===== src/sv/liveness_table_least_loaded_unit_macros.svh =====
// ---------------------------------------------------------------------------
// liveness_table_least_loaded_unit_macros
// assertion helpers for the liveness table
// ---------------------------------------------------------------------------
`ifndef LIVENESS_TABLE_LEAST_LOADED_UNIT_MACROS_SVH
`define LIVENESS_TABLE_LEAST_LOADED_UNIT_MACROS_SVH

// property must hold at every edge outside reset
`define LTL_ASSERT(label, clk, rst_n, prop, msg) \
    label: assert property (@(posedge clk) disable iff (!rst_n) prop) else $error(msg);

// condition must never be seen outside reset
`define LTL_NEVER(label, clk, rst_n, cond, msg) \
    label: assert property (@(posedge clk) disable iff (!rst_n) !(cond)) else $error(msg);

`endif


===== src/sv/ltl_pkg.sv =====
// ---------------------------------------------------------------------------
// ltl_pkg
// shared types and constants of the liveness table
// ---------------------------------------------------------------------------
package ltl_pkg;
    localparam int DefEntries   = 16;
    localparam int TimeW        = 48;
    localparam int LoadW        = 15;
    localparam int SlotW        = 16 + 8 + 16 + LoadW + TimeW;
    localparam logic [31:0] StaleReset = 32'd10000;
    localparam logic [LoadW-1:0] LoadMax = {LoadW{1'b1}};

    typedef enum logic [3:0] {
        ACT_REGISTER = 4'd0,
        ACT_BEAT     = 4'd1,
        ACT_SETLOAD  = 4'd2,
        ACT_JOIN     = 4'd3,
        ACT_LEAVE    = 4'd4,
        ACT_DEREG    = 4'd5,
        ACT_PRUNE    = 4'd6,
        ACT_LEAST    = 4'd7,
        ACT_LOOKUP   = 4'd8
    } action_t;

    typedef struct packed {
        logic [15:0]      node;
        logic [7:0]       group;
        logic [15:0]      port;
        logic [LoadW-1:0] load;
        logic [TimeW-1:0] seen;
    } slot_t;
endpackage


===== src/sv/ltl_ram.sv =====
// ---------------------------------------------------------------------------
// ltl_ram
// simple dual port synchronous ram (one write port, one read port) with registered read
// ---------------------------------------------------------------------------
module ltl_ram #(
    parameter int WIDTH = 8,
    parameter int DEPTH = 16
) (
    input  logic                     clk,
    input  logic                     we,
    input  logic [$clog2(DEPTH)-1:0] waddr,
    input  logic [WIDTH-1:0]         wdata,
    input  logic [$clog2(DEPTH)-1:0] raddr,
    output logic [WIDTH-1:0]         rdata
);
    logic [WIDTH-1:0] mem [DEPTH];

    always_ff @(posedge clk)
    begin
        if (we)
        begin
            mem[waddr] <= wdata;
        end
        rdata <= mem[raddr];
    end
endmodule


===== src/sv/liveness_table_least_loaded_unit.sv =====
// ---------------------------------------------------------------------------
// liveness_table_least_loaded_unit
// membership table with heartbeat, prune and least-loaded selection
// ---------------------------------------------------------------------------
// one item at a time: a new input is taken only in idle, once the last result is taken
// each item scans every slot through the single read port of the slot memory,
//   then writes back and holds its result until out_ready
// reset: valid bits cleared at once, no clearing pass, stale limit 10000
module liveness_table_least_loaded_unit
    import ltl_pkg::*;
#(
    parameter int ENTRIES = DefEntries
) (
    input  logic              clk,
    input  logic              rst_n,
    input  logic              cfg_we,
    input  logic [31:0]       cfg_wdata,
    input  logic              in_valid,
    output logic              in_ready,
    input  logic [3:0]        action,
    input  logic [15:0]       node_key,
    input  logic [7:0]        group_key,
    input  logic [15:0]       port_value,
    input  logic signed [15:0] load_value,
    input  logic [TimeW-1:0]  now_time,
    output logic              out_valid,
    input  logic              out_ready,
    output logic              ok,
    output logic              table_full,
    output logic [4:0]        evicted_count,
    output logic [15:0]       hit_node,
    output logic [7:0]        hit_group,
    output logic [15:0]       hit_port,
    output logic [LoadW-1:0]  hit_load,
    output logic [4:0]        live_count
);
`include "liveness_table_least_loaded_unit_macros.svh"
    localparam int AW = $clog2(ENTRIES);
    localparam int CW = $clog2(ENTRIES + 1);

    typedef enum logic [4:0] {
        ST_IDLE = 5'b00001,
        ST_SCAN = 5'b00010,
        ST_DONE = 5'b00100,
        ST_WRIT = 5'b01000,
        ST_OUT  = 5'b10000
    } state_t;

    state_t state_reg, state_next;
    logic [31:0] stale_reg;
    logic [ENTRIES-1:0] valid_reg;
    logic [CW-1:0] live_reg;
    logic [CW-1:0] idx_reg;      // issue index, one ahead of the data
    logic          rv_reg;       // read data valid
    logic [AW-1:0] ridx_reg;     // index of data in rdata
    action_t act_reg;
    logic [15:0] key_reg;
    logic [7:0]  grp_reg;
    logic [15:0] port_reg;
    logic [15:0] lraw_reg;
    logic [TimeW-1:0] now_reg;
    logic found_reg;
    logic [AW-1:0] fidx_reg;
    slot_t fslot_reg;
    logic [CW-1:0] ev_reg;

    logic we;
    logic [AW-1:0] waddr;
    slot_t wdata, rdata;
    logic [AW-1:0] raddr;

    ltl_ram #(.WIDTH(SlotW), .DEPTH(ENTRIES)) u_ram (
        .clk  (clk),
        .we   (we),
        .waddr(waddr),
        .wdata(wdata),
        .raddr(raddr),
        .rdata(rdata)
    );

    assign in_ready = (state_reg == ST_IDLE);
    assign raddr = idx_reg[AW-1:0];

    // per-slot test during the scan
    logic          live_hit;
    logic          match;
    logic [TimeW-1:0] age;
    logic          stale;
    logic          better;
    assign live_hit = rv_reg && valid_reg[ridx_reg];
    assign age = now_reg - rdata.seen;
    assign stale = (now_reg >= rdata.seen) && (age > {16'd0, stale_reg});
    assign better = !found_reg || (rdata.load < fslot_reg.load) ||
                    ((rdata.load == fslot_reg.load) && (rdata.node < fslot_reg.node));

    always_comb
    begin
        match = 1'b0;
        unique case (act_reg)
            ACT_LEAST: match = live_hit && (rdata.group == grp_reg) && better;
            ACT_PRUNE: match = 1'b0;
            default:   match = live_hit && (rdata.node == key_reg) && !found_reg;
        endcase
    end

    // lowest free slot, a priority search over valid bits
    logic          free_any;
    logic [AW-1:0] free_idx;
    always_comb
    begin
        free_any = 1'b0;
        free_idx = '0;
        for (int i = ENTRIES - 1; i >= 0; i--)
        begin
            if (!valid_reg[i])
            begin
                free_any = 1'b1;
                free_idx = AW'(i);
            end
        end
    end

    // modified slot for the write back
    slot_t upd;
    always_comb
    begin
        upd = fslot_reg;
        upd.seen = now_reg;
        unique case (act_reg)
            ACT_REGISTER:
            begin
                if (!found_reg)
                begin
                    upd.node = key_reg;
                    upd.load = '0;
                end
                upd.group = grp_reg;
                upd.port = port_reg;
            end
            ACT_SETLOAD: upd.load = lraw_reg[15] ? '0 : lraw_reg[LoadW-1:0];
            ACT_JOIN:    if (fslot_reg.load != LoadMax) upd.load = fslot_reg.load + 1'b1;
            ACT_LEAVE:   if (fslot_reg.load != '0) upd.load = fslot_reg.load - 1'b1;
            default:     upd.seen = now_reg;
        endcase
    end

    logic is_mod;
    assign is_mod = (act_reg == ACT_BEAT) || (act_reg == ACT_SETLOAD) ||
                    (act_reg == ACT_JOIN) || (act_reg == ACT_LEAVE);
    logic reg_ok;
    assign reg_ok = found_reg || free_any;

    always_comb
    begin
        we = 1'b0;
        waddr = fidx_reg;
        wdata = upd;
        if (state_reg == ST_WRIT)
        begin
            if (act_reg == ACT_REGISTER)
            begin
                we = reg_ok;
                waddr = found_reg ? fidx_reg : free_idx;
            end
            else
            begin
                we = is_mod && found_reg;
            end
        end
    end

    always_comb
    begin
        state_next = state_reg;
        unique case (state_reg)
            ST_IDLE: if (in_valid) state_next = ST_SCAN;
            ST_SCAN: if (rv_reg && (ridx_reg == AW'(ENTRIES - 1))) state_next = ST_DONE;
            ST_DONE: state_next = ST_WRIT;
            ST_WRIT: state_next = ST_OUT;
            ST_OUT:  if (out_ready) state_next = ST_IDLE;
            default: state_next = ST_IDLE;
        endcase
    end

    always_ff @(posedge clk or negedge rst_n)
    begin
        if (!rst_n)
        begin
            state_reg <= ST_IDLE;
            stale_reg <= StaleReset;
            valid_reg <= '0;
            live_reg  <= '0;
            idx_reg   <= '0;
            rv_reg    <= 1'b0;
            ridx_reg  <= '0;
            found_reg <= 1'b0;
            ev_reg    <= '0;
            out_valid <= 1'b0;
        end
        else
        begin
            state_reg <= state_next;
            if (cfg_we)
            begin
                stale_reg <= cfg_wdata;
            end
            unique case (state_reg)
                ST_IDLE:
                begin
                    if (in_valid)
                    begin
                        idx_reg   <= '0;
                        rv_reg    <= 1'b0;
                        found_reg <= 1'b0;
                        ev_reg    <= '0;
                    end
                end
                ST_SCAN:
                begin
                    if (idx_reg != CW'(ENTRIES))
                    begin
                        idx_reg <= idx_reg + 1'b1;
                        rv_reg <= 1'b1;
                        ridx_reg <= idx_reg[AW-1:0];
                    end
                    else
                    begin
                        rv_reg <= 1'b0;
                    end
                    if (match)
                    begin
                        found_reg <= 1'b1;
                        fidx_reg <= ridx_reg;
                        fslot_reg <= rdata;
                    end
                    if ((act_reg == ACT_PRUNE) && live_hit && stale)
                    begin
                        valid_reg[ridx_reg] <= 1'b0;
                        ev_reg <= ev_reg + 1'b1;
                        live_reg <= live_reg - 1'b1;
                    end
                end
                ST_DONE: rv_reg <= 1'b0;
                ST_WRIT:
                begin
                    out_valid <= 1'b1;
                    if ((act_reg == ACT_REGISTER) && !found_reg && free_any)
                    begin
                        valid_reg[free_idx] <= 1'b1;
                        live_reg <= live_reg + 1'b1;
                    end
                    if ((act_reg == ACT_DEREG) && found_reg)
                    begin
                        valid_reg[fidx_reg] <= 1'b0;
                        live_reg <= live_reg - 1'b1;
                    end
                end
                ST_OUT: if (out_ready) out_valid <= 1'b0;
                default: out_valid <= 1'b0;
            endcase
        end
    end

    // input capture and result payload
    always_ff @(posedge clk)
    begin
        if (in_ready && in_valid)
        begin
            act_reg  <= action_t'(action);
            key_reg  <= node_key;
            grp_reg  <= group_key;
            port_reg <= port_value;
            lraw_reg <= load_value;
            now_reg  <= now_time;
        end
        if (state_reg == ST_WRIT)
        begin
            ok <= 1'b0;
            table_full <= 1'b0;
            evicted_count <= '0;
            hit_node <= '0;
            hit_group <= '0;
            hit_port <= '0;
            hit_load <= '0;
            priority case (act_reg)
                ACT_REGISTER:
                begin
                    ok <= reg_ok;
                    table_full <= !reg_ok;
                end
                ACT_BEAT, ACT_SETLOAD, ACT_JOIN, ACT_LEAVE, ACT_DEREG: ok <= found_reg;
                ACT_PRUNE:
                begin
                    ok <= 1'b1;
                    evicted_count <= 5'(ev_reg);
                end
                ACT_LEAST, ACT_LOOKUP:
                begin
                    ok <= found_reg;
                    if (found_reg)
                    begin
                        hit_node <= fslot_reg.node;
                        hit_group <= fslot_reg.group;
                        hit_port <= fslot_reg.port;
                        hit_load <= fslot_reg.load;
                    end
                end
                default: ok <= 1'b0;
            endcase
        end
    end

    assign live_count = 5'(live_reg);

    `LTL_ASSERT(a_live_match, clk, rst_n, live_reg == CW'($countones(valid_reg)), "live count drift")
    `LTL_NEVER(a_no_acc_busy, clk, rst_n, out_valid && in_ready, "accept while result pending")
    `LTL_ASSERT(a_onehot, clk, rst_n, $onehot(state_reg), "state not one-hot")
    `LTL_ASSERT(a_we_phase, clk, rst_n, we |-> (state_reg == ST_WRIT), "write outside write back")
endmodule


===== config.mk =====
export PLATFORM = sky130hd
export DESIGN_NAME = liveness_table_least_loaded_unit
export DESIGN_NICKNAME = d
export VERILOG_FILES = /design/src/sv/ltl_pkg.sv /design/src/sv/ltl_ram.sv /design/src/sv/liveness_table_least_loaded_unit.sv
export VERILOG_INCLUDE_DIRS = /design/src /design/src/sv
export SDC_FILE = /design/constraint.sdc
export NUM_CORES = 2
export LEC_CHECK = 0
export BUFFER_PORTS_ARGS = -buffer_cell sky130_fd_sc_hd__buf_2
export CORE_MARGIN = 10
export CORE_UTILIZATION = 35
export CTS_CLUSTER_SIZE = 16
export DETAILED_ROUTE_END_ITERATION = 8
export MAX_ROUTING_LAYER = met4
export PLACE_DENSITY = 0.53
export SYNTH_ARGS = -nofsm -noshare
export SYNTH_HDL_FRONTEND = slang
export SYNTH_SLANG_ARGS = --single-unit
export TNS_END_PERCENT = 100

===== constraint.sdc =====
create_clock -name clk -period 7.48 [get_ports clk]
set_clock_uncertainty 0.05 [all_clocks]
set_input_delay 0.374 -clock clk [delete_from_list [all_inputs] [get_ports clk]]
set_output_delay 0.374 -clock clk [all_outputs]
set_load 0.02 [all_outputs]

==> impl_metrics.env <==
export IMPL_ff2ff_setup_slack_ns=1.03
export IMPL_ctsHtreeMaxLevel=4
export IMPL_grt_overflow_total=0
export IMPL_yosys_top_cells_area="edfxtp_1 (69%), mux4_2 (14%), dfxtp_1 (2.5%), dfrtp_1 (2.1%), ha_1 (1.8%)"
export IMPL_clk_pin_slew_ns=0.06
export IMPL_fin_crit_ns=6.45
export IMPL_slew_limit_headroom=0.164
export IMPL_dp_hpwl_mm=123
export IMPL_powerDensity_nw_per_um2=329
export IMPL_finalCritPeriodShare=0.862
export IMPL_synth_nets=4429
export IMPL_grt_max_degree=140
export IMPL_hp_start="group_key[7]"
export IMPL_synth_top_area_share=0.691
export IMPL_dr_pass1_iters=6
export IMPL_syn_area_um2=81600
export IMPL_die_area_um2=253000
export IMPL_final_area_um2=95300
export IMPL_cp_end_kind="flip-flop"
export IMPL_grt_pass1_vias=44000
export IMPL_cts_buffer_depth=3
export IMPL_tightest_slew_ns=1.25
export IMPL_tritoncts="built"
export IMPL_power_frac_comb=0.227
export IMPL_start_kind="flip-flop"
export IMPL_dp_slack_ns=0.947
export IMPL_setup_tns_final_ns=0
export IMPL_post_dp_cell_area_um2=86900
export IMPL_grt_pass1_wl_mm=317
export IMPL_ys_warn_count=0
export IMPL_vdd_ir_drop_max_uv=277
export IMPL_switching_share=0.284
export IMPL_hold_violations=0
export IMPL_grt_use_total=0.176
export IMPL_pwr_share_seq=0.441
export IMPL_drv_cap=0
export IMPL_intPower_mw=22.5
export IMPL_core_area_um2=232000
export IMPL_antenna_left=0
export IMPL_ff2ff_path_depth=22
export IMPL_maxSlewViolCount=0
export IMPL_critPathMaxFanout=17
export IMPL_chipHeight_um=503
export IMPL_crit_required_ns=8.21
export IMPL_hp_class="in2reg"
export IMPL_holdPathEnd="grp_reg[7]"
export IMPL_max_clock_freq_mhz=155
export IMPL_timing_rr_start="now_reg[0]"
export IMPL_synthTopCellsByCount="edfxtp_1 (1877), mux4_2 (520), nand2_1 (174)"
export IMPL_num_io_pins=214
export IMPL_setup_viol=0
export IMPL_wire_per_inst_um=27.8
export IMPL_power_switching_mw=8.90
export IMPL_cts_sinks=2055
export IMPL_status="finished, final reports clean"
export IMPL_fillers=20600
export IMPL_hold_buffers=144
export IMPL_ys_types=87
export IMPL_layout_setup_ws_ns=1.03
export IMPL_arrival_ns=7.17
export IMPL_area_growth_syn_to_layout_pct=16.8
export IMPL_rsz0062_at_grt="false"
export IMPL_p_leak_nw=30.9
export IMPL_p_clk_frac=0.331
export IMPL_fp_dieW_um=503
export IMPL_cts_root_buffer="clkbuf_16"
export IMPL_antenna_found_initial=16
export IMPL_synth_seq_area_share=0.739
export IMPL_holdPathStages=2
export IMPL_postSynthRegisterBits=2055
export IMPL_synth_largest_area_cell="edfxtp_1"
export IMPL_critPathKind="reg2reg"
export IMPL_postLayoutCoreUtil=0.410
export IMPL_cts_resized=0
export IMPL_io_buffer_count=213
export IMPL_avgViaCountPerCell=5.35
export IMPL_initial_core_util=0.351
export IMPL_largest_reg_flops=1648
export IMPL_drt_initial_drc_count=3966
export IMPL_r2r_end="valid_reg[13]"
export IMPL_via_count=42100
export IMPL_async_flop_share=0.0365
export IMPL_final_layout_size_suffix_gt1_frac=0.254
export IMPL_post_cts_buffers=0
export IMPL_cts_buffers_inserted=208
export IMPL_drt_wl_total_mm=219
export IMPL_synth_most_common_cell="edfxtp_1"
export IMPL_row_count=177
export IMPL_synthFlopType="edfxtp_1"
export IMPL_synth_area_per_cell_um2=19.6
export IMPL_insertion_delay_ns=0.86
export IMPL_synth_edff_count=1877
export IMPL_gp_congestion=0.900
export IMPL_drc=0
export IMPL_synthCells=4166
export IMPL_nets=4913
worst max-delay path, stage by stage (launching register included):
cell and delay (ns):
edfxtp_1 0.68, inv_1 0.10, ha_1 0.26, fa_1 0.42, nand2b_1 0.18, a21oi_1 0.40
a221oi_4 0.15, o211ai_4 0.38, a21oi_1 0.19, xnor2_1 0.17, ha_1 0.28, nand4_1 0.13
nor3_1 0.26, and3_1 0.21, nand3_1 0.10, a31oi_1 0.20, o2111ai_1 0.14, nor4_1 0.47
nand4_1 0.31, o31ai_4 0.73, buf_4 0.29, o31ai_1 0.10, a32oi_1 0.18
worst max-delay path by stage:
stage | from | to | slack [ns] | cells past startpoint
6_report | now_reg[0] | valid_reg[13] | 1.03 | 22
3_3_place_gp | now_reg[0] | ev_reg[3] | 1.04 | 23
2_1_floorplan | state_reg[2] | u_ram.mem[0][0] | -0.72 | 9
4_1_cts | now_reg[0] | valid_reg[13] | 0.94 | 22
5_1_grt | now_reg[0] | valid_reg[0] | 0.52 | 22
3_5_place_dp | now_reg[0] | valid_reg[13] | 0.95 | 22
cells by family (layout without fill, tap and decap cells):
family                   count (synthesis)  count (layout)  synth area share
adder cells (fa/ha/maj)                118             118            0.0182
AND/OR/NAND/NOR                        583             583            0.0361
flip-flops                            2055            2055             0.739
multiplexers                           554             554             0.148
AO/OA/AOI/OAI                          466             466            0.0358
buffers and inverters                  323             989            0.0154
other                                    0               5                 0
XOR/XNOR                                67              67           0.00719
final cells by class:
class / instances / area, um^2 / area share
Tap cell: 3043 / 3810 / 0.0400
Antenna cell: 5 / 12.5 / 0.000131
Inverter: 146 / 556 / 0.00583
Multi-Input combinational cell: 1788 / 20200 / 0.212
Clock buffer: 302 / 5840 / 0.0613
Clock inverter: 90 / 1040 / 0.0110
Timing Repair Buffer: 451 / 3490 / 0.0366
Sequential cell: 2055 / 60300 / 0.633
power by group through the flow:
stage	logic, mW	clock network, mW	registers [mW]
finish	7.13	10.4	13.9
global route	7.78	11.1	13.9
floorplan	5.34	0	13.7
CTS	7.24	10.6	13.9
detailed placement	7.14	0	14.1
global placement	7.16	0	14.1
layout by cell type, fill, tap and decap left out, drive strengths merged, types with 30 or more instances in the layout:
cell / n
a21oi: 139
and2: 71
buf: 307
clkbuf: 302
clkinv: 63
dfrtp: 69
dfxtp: 103
dlygate4sd3: 144
edfxtp: 1877
ha: 117
inv: 152
mux2: 30
mux4: 520
nand2: 174
nand3: 39
nand4: 49
nor2: 113
nor3: 39
o21ai: 148
xnor2: 35
xor2: 32
per-layer routing:
layer  track usage  wire [um]  vias to the layer above
met5             -          0                        -
met2         0.279     105000                     1319
met4        0.0399       4790                        0
li1              -          -                    18000
met1         0.243      98800                    22600
met3        0.0256      10800                      298
per-stage QoR:
stage | hold WS (ns) | instances | power, mW
floorplan | 0.0284 | 4166 | 19.1
global placement | 0.339 | 7339 | 21.2
detailed placement | 0.340 | 7339 | 21.2
CTS | 0.0909 | 7875 | 31.7
global route | 0.120 | 7878 | 32.8
finish | 0.162 | 7880 | 31.4
(Power assumes the default switching activity.)
